$ cat src/rtl/ctd_pkg.sv
// ctd_pkg: constants, register indexes and shared types of the camera transfer deframer.
// No dependencies; the front, queue, back, top and bench import it.
`default_nettype none
package ctd_pkg;

  localparam int PACKET_BYTES = 24576;
  localparam int HEADER_BYTES = 32;
  localparam int COUNT_WIDTH  = 24;
  localparam int OFFSET_WIDTH = 15;

  localparam int WIDTH_BITS  = 13;
  localparam int HEIGHT_BITS = 12;
  localparam int CFG_DATA_W  = 24;
  localparam int CFG_INDEX_W = 2;
  localparam int PROD_W      = WIDTH_BITS + HEIGHT_BITS + 1;

  localparam logic [COUNT_WIDTH-1:0] COUNT_MAX = {COUNT_WIDTH{1'b1}};

  localparam int EXP_HI_POS = 6;
  localparam int EXP_LO_POS = 7;
  localparam int SEQ_POS    = 89;

  localparam logic [WIDTH_BITS-1:0]  RST_IMG_WIDTH      = 13'd1280;
  localparam logic [HEIGHT_BITS-1:0] RST_IMG_HEIGHT     = 12'd480;
  localparam logic [COUNT_WIDTH-1:0] RST_TRANSFER_BYTES = 24'd616538;

  localparam logic [CFG_INDEX_W-1:0] REG_IMG_WIDTH      = 2'd0;
  localparam logic [CFG_INDEX_W-1:0] REG_IMG_HEIGHT     = 2'd1;
  localparam logic [CFG_INDEX_W-1:0] REG_TRANSFER_BYTES = 2'd2;

  localparam logic KIND_PIXEL   = 1'b0;
  localparam logic KIND_SUMMARY = 1'b1;

  localparam int QUEUE_DEPTH = 4;
  localparam int QUEUE_AW    = 2;
  localparam int QUEUE_CW    = QUEUE_AW + 1;

  typedef struct packed {
    logic        has_pix;
    logic [7:0]  pixel;
    logic        has_sum;
    logic [15:0] exposure;
    logic [7:0]  seq;
    logic [7:0]  prev_seq;
    logic        dark;
    logic        ok;
  } entry_t;

  typedef struct packed {
    logic                full;
    logic [QUEUE_CW-1:0] count;
  } q_stat_t;

endpackage
`default_nettype wire

$ cat src/rtl/ctd_in_if.sv
// ctd_in_if: input channel of the deframer, one transfer byte per word.
// Depends on nothing.
`default_nettype none
interface ctd_in_if;
  logic       valid;
  logic       ready;
  logic [7:0] data_byte;
  logic       end_of_transfer;
  logic       transfer_error;

  modport source(output valid, data_byte, end_of_transfer, transfer_error, input ready);
  modport sink(input valid, data_byte, end_of_transfer, transfer_error, output ready);
endinterface
`default_nettype wire

$ cat src/rtl/ctd_out_if.sv
// ctd_out_if: result channel of the deframer, pixel or frame summary per word.
// Depends on nothing.
`default_nettype none
interface ctd_out_if;
  logic        valid;
  logic        ready;
  logic        kind;
  logic [7:0]  pixel;
  logic [15:0] exposure;
  logic [7:0]  sequence_res;
  logic [7:0]  previous_sequence;
  logic        dark_frame;
  logic        frame_ok;
  logic        last;

  modport source(output valid, kind, pixel, exposure, sequence_res, previous_sequence,
                 dark_frame, frame_ok, last, input ready);
  modport sink(input valid, kind, pixel, exposure, sequence_res, previous_sequence,
               dark_frame, frame_ok, last, output ready);
endinterface
`default_nettype wire

$ cat src/rtl/ctd_front.sv
// ctd_front: config registers, packet/frame counters and byte classification.
// Depends on ctd_pkg and ctd_in_if; pushes entries into ctd_queue.
`default_nettype none
module ctd_front
  import ctd_pkg::*;
(
  input  wire logic                   clk,
  input  wire logic                   rst,
  input  wire logic                   cfg_we,
  input  wire logic [CFG_INDEX_W-1:0] cfg_index,
  input  wire logic [CFG_DATA_W-1:0]  cfg_data,
  ctd_in_if.sink                      rx,
  input  wire q_stat_t                qstat,
  output logic                        push,
  output entry_t                      push_data
);

  logic [WIDTH_BITS-1:0]   img_width;
  logic [HEIGHT_BITS-1:0]  img_height;
  logic [COUNT_WIDTH-1:0]  transfer_bytes;
  logic [COUNT_WIDTH-1:0]  flen;
  logic                    settle;

  logic [OFFSET_WIDTH-1:0] packet_offset;
  logic [COUNT_WIDTH-1:0]  payload_count;
  logic [COUNT_WIDTH-1:0]  byte_count;
  logic [15:0]             exposure_hold;
  logic [7:0]              sequence_hold;
  logic [7:0]              last_good_sequence;
  logic                    error_seen;

  logic [PROD_W-1:0]       prod;
  logic                    accept;
  logic                    take;
  logic                    err_now;
  logic                    ok;
  logic [COUNT_WIDTH-1:0]  byte_count_next;
  logic [COUNT_WIDTH-1:0]  payload_count_next;
  logic [OFFSET_WIDTH-1:0] packet_offset_next;
  logic [15:0]             exposure_next;
  logic [7:0]              sequence_next;

  assign prod = PROD_W'(img_width) * PROD_W'({1'b0, img_height} + 13'd1);

  assign rx.ready = !settle && !qstat.full;
  assign accept   = rx.valid && rx.ready;

  assign take = (packet_offset >= OFFSET_WIDTH'(HEADER_BYTES)) && (payload_count < flen);
  assign err_now = error_seen || rx.transfer_error;
  assign byte_count_next = (byte_count != COUNT_MAX) ? byte_count + 1'b1 : byte_count;
  assign payload_count_next = take ? payload_count + 1'b1 : payload_count;
  assign packet_offset_next = (packet_offset == OFFSET_WIDTH'(PACKET_BYTES - 1)) ?
                              '0 : packet_offset + 1'b1;

  always_comb begin
    exposure_next = exposure_hold;
    sequence_next = sequence_hold;
    if (take) begin
      if (payload_count == COUNT_WIDTH'(EXP_HI_POS)) begin
        exposure_next = {rx.data_byte, exposure_hold[7:0]};
      end else if (payload_count == COUNT_WIDTH'(EXP_LO_POS)) begin
        exposure_next = {exposure_hold[15:8], rx.data_byte};
      end else if (payload_count == COUNT_WIDTH'(SEQ_POS)) begin
        sequence_next = rx.data_byte;
      end
    end
  end

  assign ok = !err_now && (byte_count_next >= transfer_bytes) && (payload_count_next >= flen);

  assign push = accept && (take || rx.end_of_transfer);

  always_comb begin
    push_data          = '0;
    push_data.has_pix  = take;
    push_data.pixel    = rx.data_byte;
    push_data.has_sum  = rx.end_of_transfer;
    push_data.exposure = exposure_next;
    push_data.seq      = sequence_next;
    push_data.prev_seq = last_good_sequence;
    push_data.dark     = (exposure_next == 16'd0);
    push_data.ok       = ok;
  end

  always_ff @(posedge clk) begin
    flen <= (prod > PROD_W'(COUNT_MAX)) ? COUNT_MAX : prod[COUNT_WIDTH-1:0];
    if (rst) begin
      img_width          <= RST_IMG_WIDTH;
      img_height         <= RST_IMG_HEIGHT;
      transfer_bytes     <= RST_TRANSFER_BYTES;
      settle             <= 1'b1;
      packet_offset      <= '0;
      payload_count      <= '0;
      byte_count         <= '0;
      exposure_hold      <= '0;
      sequence_hold      <= '0;
      last_good_sequence <= '0;
      error_seen         <= 1'b0;
    end else begin
      // flen is registered; hold input off in the cycle after any config change
      settle <= cfg_we;
      if (cfg_we) begin
        case (cfg_index)
          REG_IMG_WIDTH:      img_width      <= cfg_data[WIDTH_BITS-1:0];
          REG_IMG_HEIGHT:     img_height     <= cfg_data[HEIGHT_BITS-1:0];
          REG_TRANSFER_BYTES: transfer_bytes <= cfg_data[COUNT_WIDTH-1:0];
          default: ;
        endcase
      end
      if (accept) begin
        if (rx.end_of_transfer) begin
          packet_offset <= '0;
          payload_count <= '0;
          byte_count    <= '0;
          exposure_hold <= '0;
          sequence_hold <= '0;
          error_seen    <= 1'b0;
          if (ok) begin
            last_good_sequence <= sequence_next;
          end
        end else begin
          packet_offset <= packet_offset_next;
          payload_count <= payload_count_next;
          byte_count    <= byte_count_next;
          exposure_hold <= exposure_next;
          sequence_hold <= sequence_next;
          error_seen    <= err_now;
        end
      end
    end
  end

endmodule
`default_nettype wire

$ cat src/rtl/ctd_queue.sv
// ctd_queue: short FIFO of classified entries between front and back.
// Depends on ctd_pkg.
`default_nettype none
module ctd_queue
  import ctd_pkg::*;
(
  input  wire logic   clk,
  input  wire logic   rst,
  input  wire logic   push,
  input  wire entry_t push_data,
  input  wire logic   pop,
  output logic        head_valid,
  output entry_t      head,
  output q_stat_t     qstat
);

  entry_t              mem [QUEUE_DEPTH];
  logic [QUEUE_AW-1:0] wr_ptr;
  logic [QUEUE_AW-1:0] rd_ptr;
  logic [QUEUE_CW-1:0] count;
  logic                do_pop;

  assign head_valid  = (count != '0);
  assign head        = mem[rd_ptr];
  assign do_pop      = pop && head_valid;
  assign qstat.count = count;
  assign qstat.full  = (count == QUEUE_CW'(QUEUE_DEPTH));

  always_ff @(posedge clk) begin
    if (push) begin
      mem[wr_ptr] <= push_data;
    end
  end

  always_ff @(posedge clk) begin
    if (rst) begin
      wr_ptr <= '0;
      rd_ptr <= '0;
      count  <= '0;
    end else begin
      if (push) begin
        wr_ptr <= wr_ptr + 1'b1;
      end
      if (do_pop) begin
        rd_ptr <= rd_ptr + 1'b1;
      end
      case ({push, do_pop})
        2'b10:   count <= count + 1'b1;
        2'b01:   count <= count - 1'b1;
        default: count <= count;
      endcase
    end
  end

endmodule
`default_nettype wire

$ cat src/rtl/ctd_back.sv
// ctd_back: drains queue entries into result words, pixel before summary.
// Depends on ctd_pkg and ctd_out_if.
`default_nettype none
module ctd_back
  import ctd_pkg::*;
(
  input  wire logic   clk,
  input  wire logic   rst,
  input  wire logic   head_valid,
  input  wire entry_t head,
  output logic        pop,
  ctd_out_if.source   tx
);

  logic pix_done;
  logic load;
  logic emit_pix;

  assign load     = !tx.valid || tx.ready;
  assign emit_pix = head.has_pix && !pix_done;
  assign pop      = load && head_valid && !(emit_pix && head.has_sum);

  always_ff @(posedge clk) begin
    if (rst) begin
      tx.valid <= 1'b0;
      pix_done <= 1'b0;
    end else if (load) begin
      tx.valid <= head_valid;
      if (head_valid) begin
        pix_done <= emit_pix && head.has_sum;
      end
    end
  end

  always_ff @(posedge clk) begin
    if (load && head_valid) begin
      if (emit_pix) begin
        tx.kind              <= KIND_PIXEL;
        tx.pixel             <= head.pixel;
        tx.exposure          <= '0;
        tx.sequence_res      <= '0;
        tx.previous_sequence <= '0;
        tx.dark_frame        <= 1'b0;
        tx.frame_ok          <= 1'b0;
        tx.last              <= 1'b0;
      end else begin
        tx.kind              <= KIND_SUMMARY;
        tx.pixel             <= '0;
        tx.exposure          <= head.exposure;
        tx.sequence_res      <= head.seq;
        tx.previous_sequence <= head.prev_seq;
        tx.dark_frame        <= head.dark;
        tx.frame_ok          <= head.ok;
        tx.last              <= 1'b1;
      end
    end
  end

endmodule
`default_nettype wire

$ cat src/rtl/camera_transfer_deframer_top.sv
// Camera transfer deframer: takes one transfer byte per cycle while ready, drops the
// 32-byte header of each 24576-byte packet, streams frame bytes as pixel words and
// emits a summary word (exposure, sequence, previous good sequence, dark flag,
// frame_ok) after the last byte of a transfer. Results leave through a 4-entry queue
// and an output register, one word per cycle unless the sink stalls, so a byte that
// ends a transfer and also carries a pixel yields two output words. Input ready drops
// while the queue is full and in the cycle after reset and each config write, while
// the registered frame length (width*(height+1), saturated to 24 bits) is recomputed.
// Pixels are sent before validity is known; drop the frame when frame_ok is 0.
// Depends on ctd_pkg, ctd_in_if, ctd_out_if, ctd_front, ctd_queue, ctd_back.
`default_nettype none
module camera_transfer_deframer_top
  import ctd_pkg::*;
(
  input  wire logic                   clk,
  input  wire logic                   rst,
  input  wire logic                   cfg_we,
  input  wire logic [CFG_INDEX_W-1:0] cfg_index,
  input  wire logic [CFG_DATA_W-1:0]  cfg_data,
  ctd_in_if.sink                      rx,
  ctd_out_if.source                   tx
);

  logic    push;
  entry_t  push_data;
  logic    pop;
  logic    head_valid;
  entry_t  head;
  q_stat_t qstat;

  ctd_front u_front (
    .clk       (clk),
    .rst       (rst),
    .cfg_we    (cfg_we),
    .cfg_index (cfg_index),
    .cfg_data  (cfg_data),
    .rx        (rx),
    .qstat     (qstat),
    .push      (push),
    .push_data (push_data)
  );

  ctd_queue u_queue (
    .clk        (clk),
    .rst        (rst),
    .push       (push),
    .push_data  (push_data),
    .pop        (pop),
    .head_valid (head_valid),
    .head       (head),
    .qstat      (qstat)
  );

  ctd_back u_back (
    .clk        (clk),
    .rst        (rst),
    .head_valid (head_valid),
    .head       (head),
    .pop        (pop),
    .tx         (tx)
  );

  a_cfg_settle: assert property (@(posedge clk) disable iff (rst)
    cfg_we |=> !rx.ready)
    else $error("input ready during frame length update");

  a_no_overflow: assert property (@(posedge clk) disable iff (rst)
    qstat.full |-> !push)
    else $error("push into full queue");

  a_pixel_clean: assert property (@(posedge clk) disable iff (rst)
    (tx.valid && tx.kind == KIND_PIXEL) |->
      (!tx.last && !tx.frame_ok && !tx.dark_frame && tx.exposure == 16'd0))
    else $error("pixel word carries summary fields");

  a_summary_last: assert property (@(posedge clk) disable iff (rst)
    (tx.valid && tx.kind == KIND_SUMMARY) |-> (tx.last && tx.pixel == 8'd0))
    else $error("summary word malformed");

endmodule
`default_nettype wire

$ cat src/flat_wrapper.sv
// flat-port wrapper written by rule: the top's interface ports become plain ports
module camera_transfer_deframer_top_flat import ctd_pkg::*;
  (clk, rst, cfg_we, cfg_index, cfg_data, rx_valid, rx_data_byte, rx_end_of_transfer, rx_transfer_error, rx_ready, tx_valid, tx_kind, tx_pixel, tx_exposure, tx_sequence_res, tx_previous_sequence, tx_dark_frame, tx_frame_ok, tx_last, tx_ready);
  ctd_in_if rx_i ();
  ctd_out_if tx_i ();
  input  wire logic clk;
  input  wire logic rst;
  input  wire logic cfg_we;
  input  wire logic [CFG_INDEX_W-1:0] cfg_index;
  input  wire logic [CFG_DATA_W-1:0] cfg_data;
  input wire logic [$bits(rx_i.valid)-1:0] rx_valid;
  input wire logic [$bits(rx_i.data_byte)-1:0] rx_data_byte;
  input wire logic [$bits(rx_i.end_of_transfer)-1:0] rx_end_of_transfer;
  input wire logic [$bits(rx_i.transfer_error)-1:0] rx_transfer_error;
  output wire logic [$bits(rx_i.ready)-1:0] rx_ready;
  output wire logic [$bits(tx_i.valid)-1:0] tx_valid;
  output wire logic [$bits(tx_i.kind)-1:0] tx_kind;
  output wire logic [$bits(tx_i.pixel)-1:0] tx_pixel;
  output wire logic [$bits(tx_i.exposure)-1:0] tx_exposure;
  output wire logic [$bits(tx_i.sequence_res)-1:0] tx_sequence_res;
  output wire logic [$bits(tx_i.previous_sequence)-1:0] tx_previous_sequence;
  output wire logic [$bits(tx_i.dark_frame)-1:0] tx_dark_frame;
  output wire logic [$bits(tx_i.frame_ok)-1:0] tx_frame_ok;
  output wire logic [$bits(tx_i.last)-1:0] tx_last;
  input wire logic [$bits(tx_i.ready)-1:0] tx_ready;
  assign rx_i.valid = rx_valid;
  assign rx_i.data_byte = rx_data_byte;
  assign rx_i.end_of_transfer = rx_end_of_transfer;
  assign rx_i.transfer_error = rx_transfer_error;
  assign rx_ready = rx_i.ready;
  assign tx_valid = tx_i.valid;
  assign tx_kind = tx_i.kind;
  assign tx_pixel = tx_i.pixel;
  assign tx_exposure = tx_i.exposure;
  assign tx_sequence_res = tx_i.sequence_res;
  assign tx_previous_sequence = tx_i.previous_sequence;
  assign tx_dark_frame = tx_i.dark_frame;
  assign tx_frame_ok = tx_i.frame_ok;
  assign tx_last = tx_i.last;
  assign tx_i.ready = tx_ready;
  camera_transfer_deframer_top u_core (.clk(clk), .rst(rst), .cfg_we(cfg_we), .cfg_index(cfg_index), .cfg_data(cfg_data), .rx(rx_i), .tx(tx_i));
endmodule
$ cat config.mk
export PLATFORM = sky130hd
export DESIGN_NAME = camera_transfer_deframer_top_flat
export DESIGN_NICKNAME = d
export VERILOG_FILES = /design/src/rtl/ctd_pkg.sv /design/src/rtl/ctd_in_if.sv /design/src/rtl/ctd_out_if.sv /design/src/rtl/ctd_front.sv /design/src/rtl/ctd_queue.sv /design/src/rtl/ctd_back.sv /design/src/rtl/camera_transfer_deframer_top.sv /design/src/flat_wrapper.sv
export SDC_FILE = /design/constraint.sdc
export NUM_CORES = 1
export LEC_CHECK = 0
export BUFFER_PORTS_ARGS = -buffer_cell sky130_fd_sc_hd__buf_2
export CORE_ASPECT_RATIO = 1.75
export CORE_UTILIZATION = 45
export CTS_CLUSTER_SIZE = 14
export DETAILED_ROUTE_END_ITERATION = 8
export MAX_ROUTING_LAYER = met4
export PLACE_DENSITY = 0.61
export SYNTH_ARGS = -nofsm -noshare
export SYNTH_HDL_FRONTEND = slang
export SYNTH_SLANG_ARGS = --single-unit
$ cat constraint.sdc
create_clock -name clk -period 9 [get_ports clk]
set_input_delay 0.45 -clock clk [delete_from_list [all_inputs] [get_ports clk]]
set_output_delay 0.45 -clock clk [all_outputs]
set_load 0.02 [all_outputs]
==> results of run 1 <==
## layer usage
metal | vias to the layer above | track usage (%) | share of wire, %
met3 | 105 | 1.73 | 2.8
li1 | 7739 | - | -
met4 | 0 | 8.96 | 3.7
met5 | - | - | 0
met1 | 8086 | 22.6 | 38
met2 | 326 | 41.1 | 56
## cell usage in the layout (no fill, tap or decap), types with 17 or more instances in the layout
cell	instances
a21o_1	22
a21oi_1	127
a22oi_1	44
and2_1	84
buf_2	85
buf_4	31
clkbuf_16	40
dfxtp_1	179
edfxtp_1	219
fa_1	122
ha_1	154
inv_1	254
mux2_2	17
mux4_2	44
nand2_1	226
nand2b_1	19
nand3_1	29
nand4_1	26
nor2_1	124
nor2b_1	55
nor3_1	25
o21ai_0	55
or3_1	26
xnor2_1	52
xor2_1	35
## per-stage QoR
step           worst slack (ps)  util (%)  area, um^2  hold WS (ps)
3_3_place_gp               1620      47.8       24800           442
3_5_place_dp               1440      47.8       24800           450
4_1_cts                    1400      50.4       26100          69.5
6_report                   1450      50.4       26100          97.7
2_1_floorplan              2700         -       23700           436
5_1_grt                     907      50.4       26100          86.0
## power by group
| group | leakage [nW] | internal (W) | switching, W |
|---|---|---|---|
| logic | 6.49 | 0.000451 | 0.000750 |
| registers | 3.51 | 0.00214 | 0.0000603 |
| clock network | 0.641 | 0.000967 | 0.000708 |
| total | 10.6 | 0.00356 | 0.00152 |
## worst reg2reg max path, stage by stage (launching register included)
cell	delay (ps)
dfxtp_1	670
ha_1	330
nand2_1	70
nor2_1	180
and3_1	200
xor2_1	820
and2_1	270
fa_1	420
inv_1	90
fa_1	390
inv_1	90
fa_1	430
fa_1	490
inv_1	50
fa_1	530
inv_1	40
ha_1	350
a21oi_1	300
nand2_1	90
a211o_1	260
a31o_2	260
a31o_2	250
nor3_1	160
a31o_2	430
o21ai_0	200
## cell type report
type / count / area share, %
multi-input combinational: 1461 / 46.4
sequential: 400 / 39.1
clock buffer: 56 / 4.30
inverter: 254 / 3.65
tap: 672 / 3.22
clock inverter: 15 / 0.782
antenna: 1 / 0.00959
timing repair buffer: 116 / 2.52
## state kept, by name (all words and copies together) (netlist names), 2 cells and up, named ones only
signal                              flops
u_core.u_front.byte_count              24
u_core.u_front.sequence_hold            8
u_core.u_front.img_height              12
u_core.u_front.transfer_bytes          24
u_core.u_back.tx.sequence_res           8
u_core.u_front.payload_count           24
u_core.u_queue.count                    3
u_core.u_front.packet_offset           15
u_core.u_queue.wr_ptr                   2
u_core.u_front.img_width               13
u_core.u_back.tx.pixel                  8
u_core.u_back.tx.exposure              16
u_core.u_front.exposure_hold           16
u_core.u_front.last_good_sequence       8
u_core.u_queue.rd_ptr                   2
u_core.u_queue.mem                    176
u_core.u_front.flen                    24
u_core.u_back.tx.previous_sequence      8
## final timing paths
path | startpoint | endpoint | slack [ps] | cells past startpoint
worst max-delay path | u_core.u_front.img_height[0] | u_core.u_front.flen[18] | 1450 | 24
worst min-delay path | cfg_data[13] | u_core.u_front.transfer_bytes[13] | 100 | 2
worst max register to register | u_core.u_front.img_height[0] | u_core.u_front.flen[18] | 1450 | 24
worst min register to register | u_core.u_front.transfer_bytes[17] | u_core.u_front.transfer_bytes[17] | 460 | 2
## kinds of logic after synthesis
group	after synthesis	share of synthesized area [%]
fa+ha+maj	276	18.4
xor+xnor	87	3.22
compound gates	346	9.49
simple gates	680	14.4
mux	72	5.46
buf+inv	365	5.99
flops	400	43.1
## synthesized netlist by cell type (all sizes together) (19+ instances only)
cell	instances	area share [%]
nand3	30	0.65
nor3	26	0.57
ha	154	8.1
clkbuf	89	1.4
a21o	22	0.70
and2	88	2.3
fa	122	10
dfxtp	181	15
nand4	26	0.69
inv	254	4.0
nor2	125	2.0
xnor2	52	1.9
mux4	44	4.2
nor2b	56	1.5
or3	26	0.69
buf	22	0.55
nand2b	19	0.50
o21ai	58	1.2
xor2	35	1.3
nand2	230	3.7
a21oi	129	2.7
a22oi	44	1.4
edfxtp	219	28
==> flow_metrics.env, run 1 <==
export IMPL_maxCapViolations=0
export IMPL_wire_per_inst_um=18.5
export IMPL_setup_viol=0
export IMPL_drive_above_1_share_pct=11.9
export IMPL_finalCritPeriodShare_pct=83.9
export IMPL_dpl_cell_count=2903
export IMPL_synth_edff_count=219
export IMPL_power_density_mw_per_mm2=195
export IMPL_cp_cell_sequence="ha_1, nand2_1, nor2_1, and3_1, xor2_1, and2_1, fa_1, inv_1, fa_1, inv_1, fa_1, fa_1, inv_1, fa_1, inv_1, ha_1, a21oi_1, nand2_1, a211o_1, a31o_2, a31o_2, nor3_1, a31o_2, o21ai_0"
export IMPL_clock_sinks=400
export IMPL_nets=2589
export IMPL_fill_cells=4746
export IMPL_leakage_nw=10.6
export IMPL_final_hold_violation_count=0
export IMPL_cts_resized=0
export IMPL_ys_flop_type="edfxtp_1"
export IMPL_cp_num_buf_inv=4
export IMPL_gp_congestion=0.879
export IMPL_seq_area_mm2=0.0102
export IMPL_dp_hpwl_um=40300
export IMPL_ys_seq_area_share_pct=43.1
export IMPL_status="finished clean"
export IMPL_gr_total_overflow=0
export IMPL_relSlewSlack_pct=11.1
export IMPL_insertion_delay_ps=550
export IMPL_first_pass_iters=5
export IMPL_numPortBuffers=86
export IMPL_period_needed_ps=7550
export IMPL_drt_iter0_markers=963
export IMPL_gr_usage_all_layers_pct=21.6
export IMPL_antenna_found_initial=1
export IMPL_hp_class="in -> reg"
export IMPL_syn_area_mm2=0.0237
export IMPL_vias=16256
export IMPL_antenna_left=0
export IMPL_post_cts_buffers=0
export IMPL_grt_max_degree=61
export IMPL_avgSynthCellArea_um2=10.6
export IMPL_path_delay_family="adder cells"
export IMPL_chipHeight_um=306
export IMPL_finalWirelength_um=55100
export IMPL_grt_pass1_wl_um=88700
export IMPL_critPathMaxStageDelay_ps=820
export IMPL_cp_common_cell="fa_1"
export IMPL_cpMaxStageDelayCell="xor2_1"
export IMPL_max_clock_path_buffers=3
export IMPL_synth_cell_types=76
export IMPL_coreArea_mm2=0.0517
export IMPL_cp_max_fo=24
export IMPL_clock_skew_ps=26.1
export IMPL_drcViolationCount=0
export IMPL_crit_required_ps=9380
export IMPL_tns_ps=0
export IMPL_ir_drop_uv=173
export IMPL_std_cell_rows=110
export IMPL_fmax_mhz=132
export IMPL_h_tree_depth=2
export IMPL_die_w_um=175
export IMPL_start_kind="register"
export IMPL_die_area_mm2=0.0536
export IMPL_power_w=0.00508
export IMPL_grt_pass1_vias=16972
export IMPL_arrival_ps=7920
export IMPL_maxSlewViolCount=0
export IMPL_via_per_inst=5.46
export IMPL_syn_inst=2226
export IMPL_start_util_pct=45.8
export IMPL_final_instance_count_excl_fill=2975
export IMPL_synth_seq_cells=400
export IMPL_synth_nets=2543
export IMPL_ys_warn_count=0
export IMPL_cp_end_kind="register"
export IMPL_cts_tree="done"
export IMPL_clk_pin_slew_worst_paths_ps=60
export IMPL_cts_root_buf="clkbuf_16"
export IMPL_multi_input_area_mm2=0.0121
export IMPL_ctsHoldBuffers=0
export IMPL_io_pin_count=87
export IMPL_async_reset_ff_share_pct=0
export IMPL_worst_slew_pin_slew_ps=1320
export IMPL_crit_type="reg -> reg"
export IMPL_rsz0062_at_grt="false"
export IMPL_numCtsBuffers=39
export IMPL_syn_to_final_growth_pct=10.1
(Power assumes the default switching activity.)
==> run 2: changes to the inputs <==
==> constraint.sdc (replaced) <==
create_clock -name clk -period 7.14 [get_ports clk]
set_input_delay 0.357 -clock clk [delete_from_list [all_inputs] [get_ports clk]]
set_output_delay 0.357 -clock clk [all_outputs]
set_load 0.02 [all_outputs]
==> flow_metrics.env, run 2 (synthesized netlist as in run 1, its figures left out) <==
export IMPL_worst_slew_pin_slew_ps=989
export IMPL_clock_sinks=400
export IMPL_insertion_delay_ps=560
export IMPL_gr_total_overflow=0
export IMPL_final_hold_violation_count=0
export IMPL_clock_skew_ps=32.6
export IMPL_via_per_inst=5.47
export IMPL_arrival_ps=7060
export IMPL_finalWirelength_um=55400
export IMPL_rsz0062_at_grt="false"
export IMPL_numPortBuffers=86
export IMPL_crit_required_ps=7540
export IMPL_grt_max_degree=86
export IMPL_cts_root_buf="clkbuf_16"
export IMPL_syn_to_final_growth_pct=10.9
export IMPL_status="finished clean"
export IMPL_post_cts_buffers=0
export IMPL_maxCapViolations=0
export IMPL_std_cell_rows=110
export IMPL_fill_cells=4692
export IMPL_tns_ps=0
export IMPL_antenna_found_initial=0
export IMPL_start_util_pct=45.8
export IMPL_grt_pass1_wl_um=89600
export IMPL_antenna_cells=0
export IMPL_antenna_left=0
export IMPL_cp_end_kind="register"
export IMPL_h_tree_depth=2
export IMPL_first_pass_iters=5
export IMPL_finalCoreUtilization_pct=50.8
export IMPL_io_pin_count=87
export IMPL_ir_drop_uv=191
export IMPL_hp_class="in -> reg"
export IMPL_cts_tree="done"
export IMPL_power_density_mw_per_mm2=247
export IMPL_cp_max_fo=24
export IMPL_period_needed_ps=6670
export IMPL_crit_type="reg -> reg"
export IMPL_largest_reg_flops=176
export IMPL_numCtsBuffers=40
export IMPL_wire_per_inst_um=18.5
export IMPL_gr_usage_all_layers_pct=21.8
export IMPL_max_clock_path_buffers=3
export IMPL_chipHeight_um=306
export IMPL_setup_viol=0
export IMPL_grt_pass1_vias=17278
export IMPL_finalCritPeriodShare_pct=93.4
export IMPL_dp_hpwl_um=41200
export IMPL_leakage_nw=10.8
export IMPL_layout_common_cells="inv_1 (254), nand2_1 (226), edfxtp_1 (219)"
export IMPL_maxSlewViolCount=0
export IMPL_top_register="u_core.u_queue.mem"
export IMPL_drive_above_1_share_pct=12.4
export IMPL_drt_iter0_markers=877
export IMPL_nets=2604
export IMPL_relSlewSlack_pct=33.9
export IMPL_clk_pin_slew_worst_paths_ps=60
export IMPL_die_w_um=175
export IMPL_start_kind="register"
export IMPL_fmax_mhz=150
export IMPL_gp_congestion=0.875
export IMPL_coreArea_mm2=0.0517
export IMPL_vias=16350
export IMPL_final_common_cell="inv_1"
export IMPL_die_area_mm2=0.0536
export IMPL_drcViolationCount=0
run 2: cell type report:
type,instances,area (um^2),share of cell area [%]
Clock buffer,52,1080,4.10
Clock inverter,20,312,1.19
Inverter,254,953,3.63
Multi-Input combinational cell,1461,12100,46.1
Sequential cell,400,10200,38.8
Tap cell,672,841,3.20
Timing Repair Buffer,130,768,2.92
run 2: worst paths after layout:
check,depth (start not counted),end,start,slack [ps]
max,23,u_core.u_front.flen[18],u_core.u_front.img_height[0],470
min,2,u_core.u_front.transfer_bytes[16],cfg_data[16],20
max reg2reg,23,u_core.u_front.flen[18],u_core.u_front.img_height[0],470
min reg2reg,2,u_core.u_front.transfer_bytes[23],u_core.u_front.transfer_bytes[23],450
run 2: report_power, final:
| group | leakage [nW] | internal, W | switching (W) |
|---|---|---|---|
| clock network | 0.680 | 0.00133 | 0.000890 |
| logic | 6.57 | 0.000564 | 0.000916 |
| registers | 3.51 | 0.00270 | 0.0000988 |
run 2: stage by stage:
step                      hold slack, ps  power [W]  setup slack (ps)  area, um^2  std cells
after floorplan                      436    0.00392               838       23700       2226
after global placement               444    0.00432               557       24900       2915
after detailed placement             447    0.00435               317       24900       2915
after CTS                          0.340    0.00658               320       26300       2989
after global routing                20.5    0.00682              78.8       26300       2989
final                               20.4    0.00649               472       26300       2989
run 2: layer usage:
layer / vias to the layer above / routed length [um] / global-route usage, %
li1: 7763 / - / -
met1: 8070 / 20700 / 22.4
met2: 374 / 30400 / 41.0
met3: 143 / 1620 / 1.78
met4: 0 / 2690 / 10.7
met5: - / 0 / -
run 2: critical path: stages (launching register included):
cell and delay, ps:
dfxtp_1 490, ha_1 300, nand2_1 80, nor2_1 250, and3_1 210, xor2_1 260, buf_4 240, and2_1 150
fa_1 410, inv_1 80, fa_1 430, fa_1 510, fa_1 520, fa_1 550, inv_1 40, ha_1 350
a21oi_1 150, o21ai_0 120, a221o_1 320, a21o_1 190, a31o_2 230, nor3_1 220, a31o_4 280, o21ai_0 130
run 2: repair_timing:
item | in CTS | in global routing
setup endpoints to repair | 0 | 16
gates resized for setup | 0 | 3
hold endpoints to repair | 2 | 0
hold buffers | 2 | 0
==> run 3: changes to the inputs <==
--- a/config.mk
+++ b/config.mk
@@ -8,6 +8,7 @@
 export BUFFER_PORTS_ARGS = -buffer_cell sky130_fd_sc_hd__buf_2
 export CORE_ASPECT_RATIO = 1.75
 export CORE_UTILIZATION = 45
+export CTS_BUF_LIST = sky130_fd_sc_hd__clkbuf_16
 export CTS_CLUSTER_SIZE = 14
 export DETAILED_ROUTE_END_ITERATION = 8
 export MAX_ROUTING_LAYER = met4
==> flow_metrics.env, run 3 (synthesized netlist as in run 1, its figures left out) <==
export IMPL_dpl_cell_count=2915
export IMPL_leakage_nw=10.8
export IMPL_cp_common_cell="fa_1"
export IMPL_insertion_delay_ps=560
export IMPL_numCtsBuffers=40
export IMPL_cp_end_kind="register"
export IMPL_finalWirelength_um=55300
export IMPL_placed_area_mm2=0.0249
export IMPL_post_cts_buffers=0
export IMPL_grt_pass1_vias=17264
export IMPL_antenna_cells=0
export IMPL_ir_drop_uv=190
export IMPL_chipHeight_um=306
export IMPL_maxCapViolations=0
export IMPL_wire_per_inst_um=18.5
export IMPL_layout_common_cells="inv_1 (263), nand2_1 (226), edfxtp_1 (219)"
export IMPL_power_density_mw_per_mm2=246
export IMPL_nets=2604
export IMPL_max_clock_path_buffers=3
export IMPL_final_common_cell="inv_1"
export IMPL_start_kind="register"
export IMPL_h_tree_depth=2
export IMPL_grt_max_degree=86
export IMPL_std_cell_rows=110
export IMPL_switchingPower_w=0.00190
export IMPL_power_share_clock_pct=33.7
export IMPL_cp_max_fo=24
export IMPL_via_per_inst=5.47
export IMPL_gr_total_overflow=0
export IMPL_grt_pass1_wl_um=89600
export IMPL_largest_reg_flops=176
export IMPL_finalCoreUtilization_pct=50.7
export IMPL_coreArea_mm2=0.0517
export IMPL_path_delay_family="adder cells"
export IMPL_clock_sinks=400
export IMPL_arrival_ps=7070
export IMPL_final_instance_count_excl_fill=2989
export IMPL_cts_tree="done"
export IMPL_drt_iter0_markers=901
export IMPL_crit_required_ps=7540
export IMPL_design_area_mm2=0.0262
export IMPL_fmax_mhz=150
export IMPL_worst_slew_pin_slew_ps=988
export IMPL_cpMaxStageDelayCell="fa_1"
export IMPL_final_hold_violation_count=0
export IMPL_top_layer_used="met4"
export IMPL_cts_root_buf="clkbuf_16"
export IMPL_hp_class="in -> reg"
export IMPL_gp_congestion=0.875
export IMPL_antenna_found_initial=0
export IMPL_period_needed_ps=6670
export IMPL_critPathMaxStageDelay_ps=550
export IMPL_start_util_pct=45.8
export IMPL_clk_pin_slew_worst_paths_ps=60
export IMPL_top_register="u_core.u_queue.mem"
export IMPL_swShare_pct=29.5
export IMPL_finalCritPeriodShare_pct=93.4
export IMPL_first_pass_iters=5
export IMPL_internal_power_w=0.00454
export IMPL_seq_power_share_pct=43.4
export IMPL_status="finished clean"
export IMPL_dp_hpwl_um=41200
export IMPL_cp_cell_sequence="ha_1, nand2_1, nor2_1, and3_1, xor2_1, buf_4, and2_1, fa_1, inv_1, fa_1, fa_1, fa_1, fa_1, inv_1, ha_1, a21oi_1, o21ai_0, a221o_1, a21o_1, a31o_2, nor3_1, a31o_4, o21ai_0"
export IMPL_cp_num_buf_inv=3
export IMPL_drive_above_1_share_pct=12.3
export IMPL_dr_wl_met3_um=1590
export IMPL_io_pin_count=87
export IMPL_maxSlewViolCount=0
export IMPL_p_comb_share_pct=22.9
export IMPL_tns_ps=0
export IMPL_die_w_um=175
export IMPL_numPortBuffers=86
export IMPL_setup_viol=0
export IMPL_relSlewSlack_pct=34.0
export IMPL_gr_usage_all_layers_pct=21.8
export IMPL_syn_to_final_growth_pct=10.8
export IMPL_die_area_mm2=0.0536
export IMPL_antenna_left=0
export IMPL_rsz0062_at_grt="false"
export IMPL_vias=16350
export IMPL_drcViolationCount=0
export IMPL_crit_type="reg -> reg"
export IMPL_clock_skew_ps=32.8
export IMPL_met2_length_um=30300
export IMPL_drt_met1_wl_um=20700
[run 3: metrics by stage]
| stage | setup WS (ps) | hold WS, ps | power (W) |
|---|---|---|---|
| 2_1_floorplan | 838 | 436 | 0.00392 |
| 3_3_place_gp | 557 | 444 | 0.00432 |
| 3_5_place_dp | 317 | 447 | 0.00435 |
| 5_1_grt | 78.8 | 20.5 | 0.00678 |
| 4_1_cts | 320 | 0.340 | 0.00653 |
| 6_report | 468 | 21.1 | 0.00645 |
[run 3: cell type report]
cell class                      instances  area [um^2]
Clock buffer                           40         1000
Clock inverter                         32          357
Fill cell                            4694        25500
Inverter                              254          953
Multi-Input combinational cell       1461        12100
Sequential cell                       400        10200
Tap cell                              672          841
Timing Repair Buffer                  130          768
[run 3: power by group through the flow]
stage	Clock [W]	Combinational (W)	Sequential, W
2_1_floorplan	0	0.000946	0.00297
3_3_place_gp	0	0.00148	0.00285
3_5_place_dp	0	0.00150	0.00285
4_1_cts	0.00222	0.00151	0.00280
5_1_grt	0.00230	0.00166	0.00282
6_report	0.00217	0.00148	0.00280
[run 3: metal layers]
metal  global-route usage (%)  vias to the layer above
li1                         -                     7765
met1                     22.4                     8095
met2                     41.0                      344
met3                     1.78                      146
met4                     10.7                        0
met5                        -                        -
[run 3: repair_timing]
action,in CTS,in global routing
gates resized for setup,0,3
hold endpoints to repair,2,0
setup endpoints to repair,0,16
hold buffers,2,0
[run 3: worst paths after layout]
check	depth (start not counted)	to	from	slack, ps
setup / recovery	23	u_core.u_front.flen[18]	u_core.u_front.img_height[0]	470
hold / removal	2	u_core.u_front.transfer_bytes[14]	cfg_data[14]	20
setup reg to reg	23	u_core.u_front.flen[18]	u_core.u_front.img_height[0]	470
hold reg to reg	2	u_core.u_front.transfer_bytes[23]	u_core.u_front.transfer_bytes[23]	450
[run 3: worst reg2reg max path: stages, from the launching register on]
cell	delay, ps
dfxtp_1	490
ha_1	300
nand2_1	80
nor2_1	250
and3_1	210
xor2_1	260
buf_4	240
and2_1	160
fa_1	410
inv_1	80
fa_1	430
fa_1	510
fa_1	520
fa_1	550
inv_1	40
ha_1	350
a21oi_1	150
o21ai_0	120
a221o_1	320
a21o_1	190
a31o_2	230
nor3_1	220
a31o_4	280
o21ai_0	130
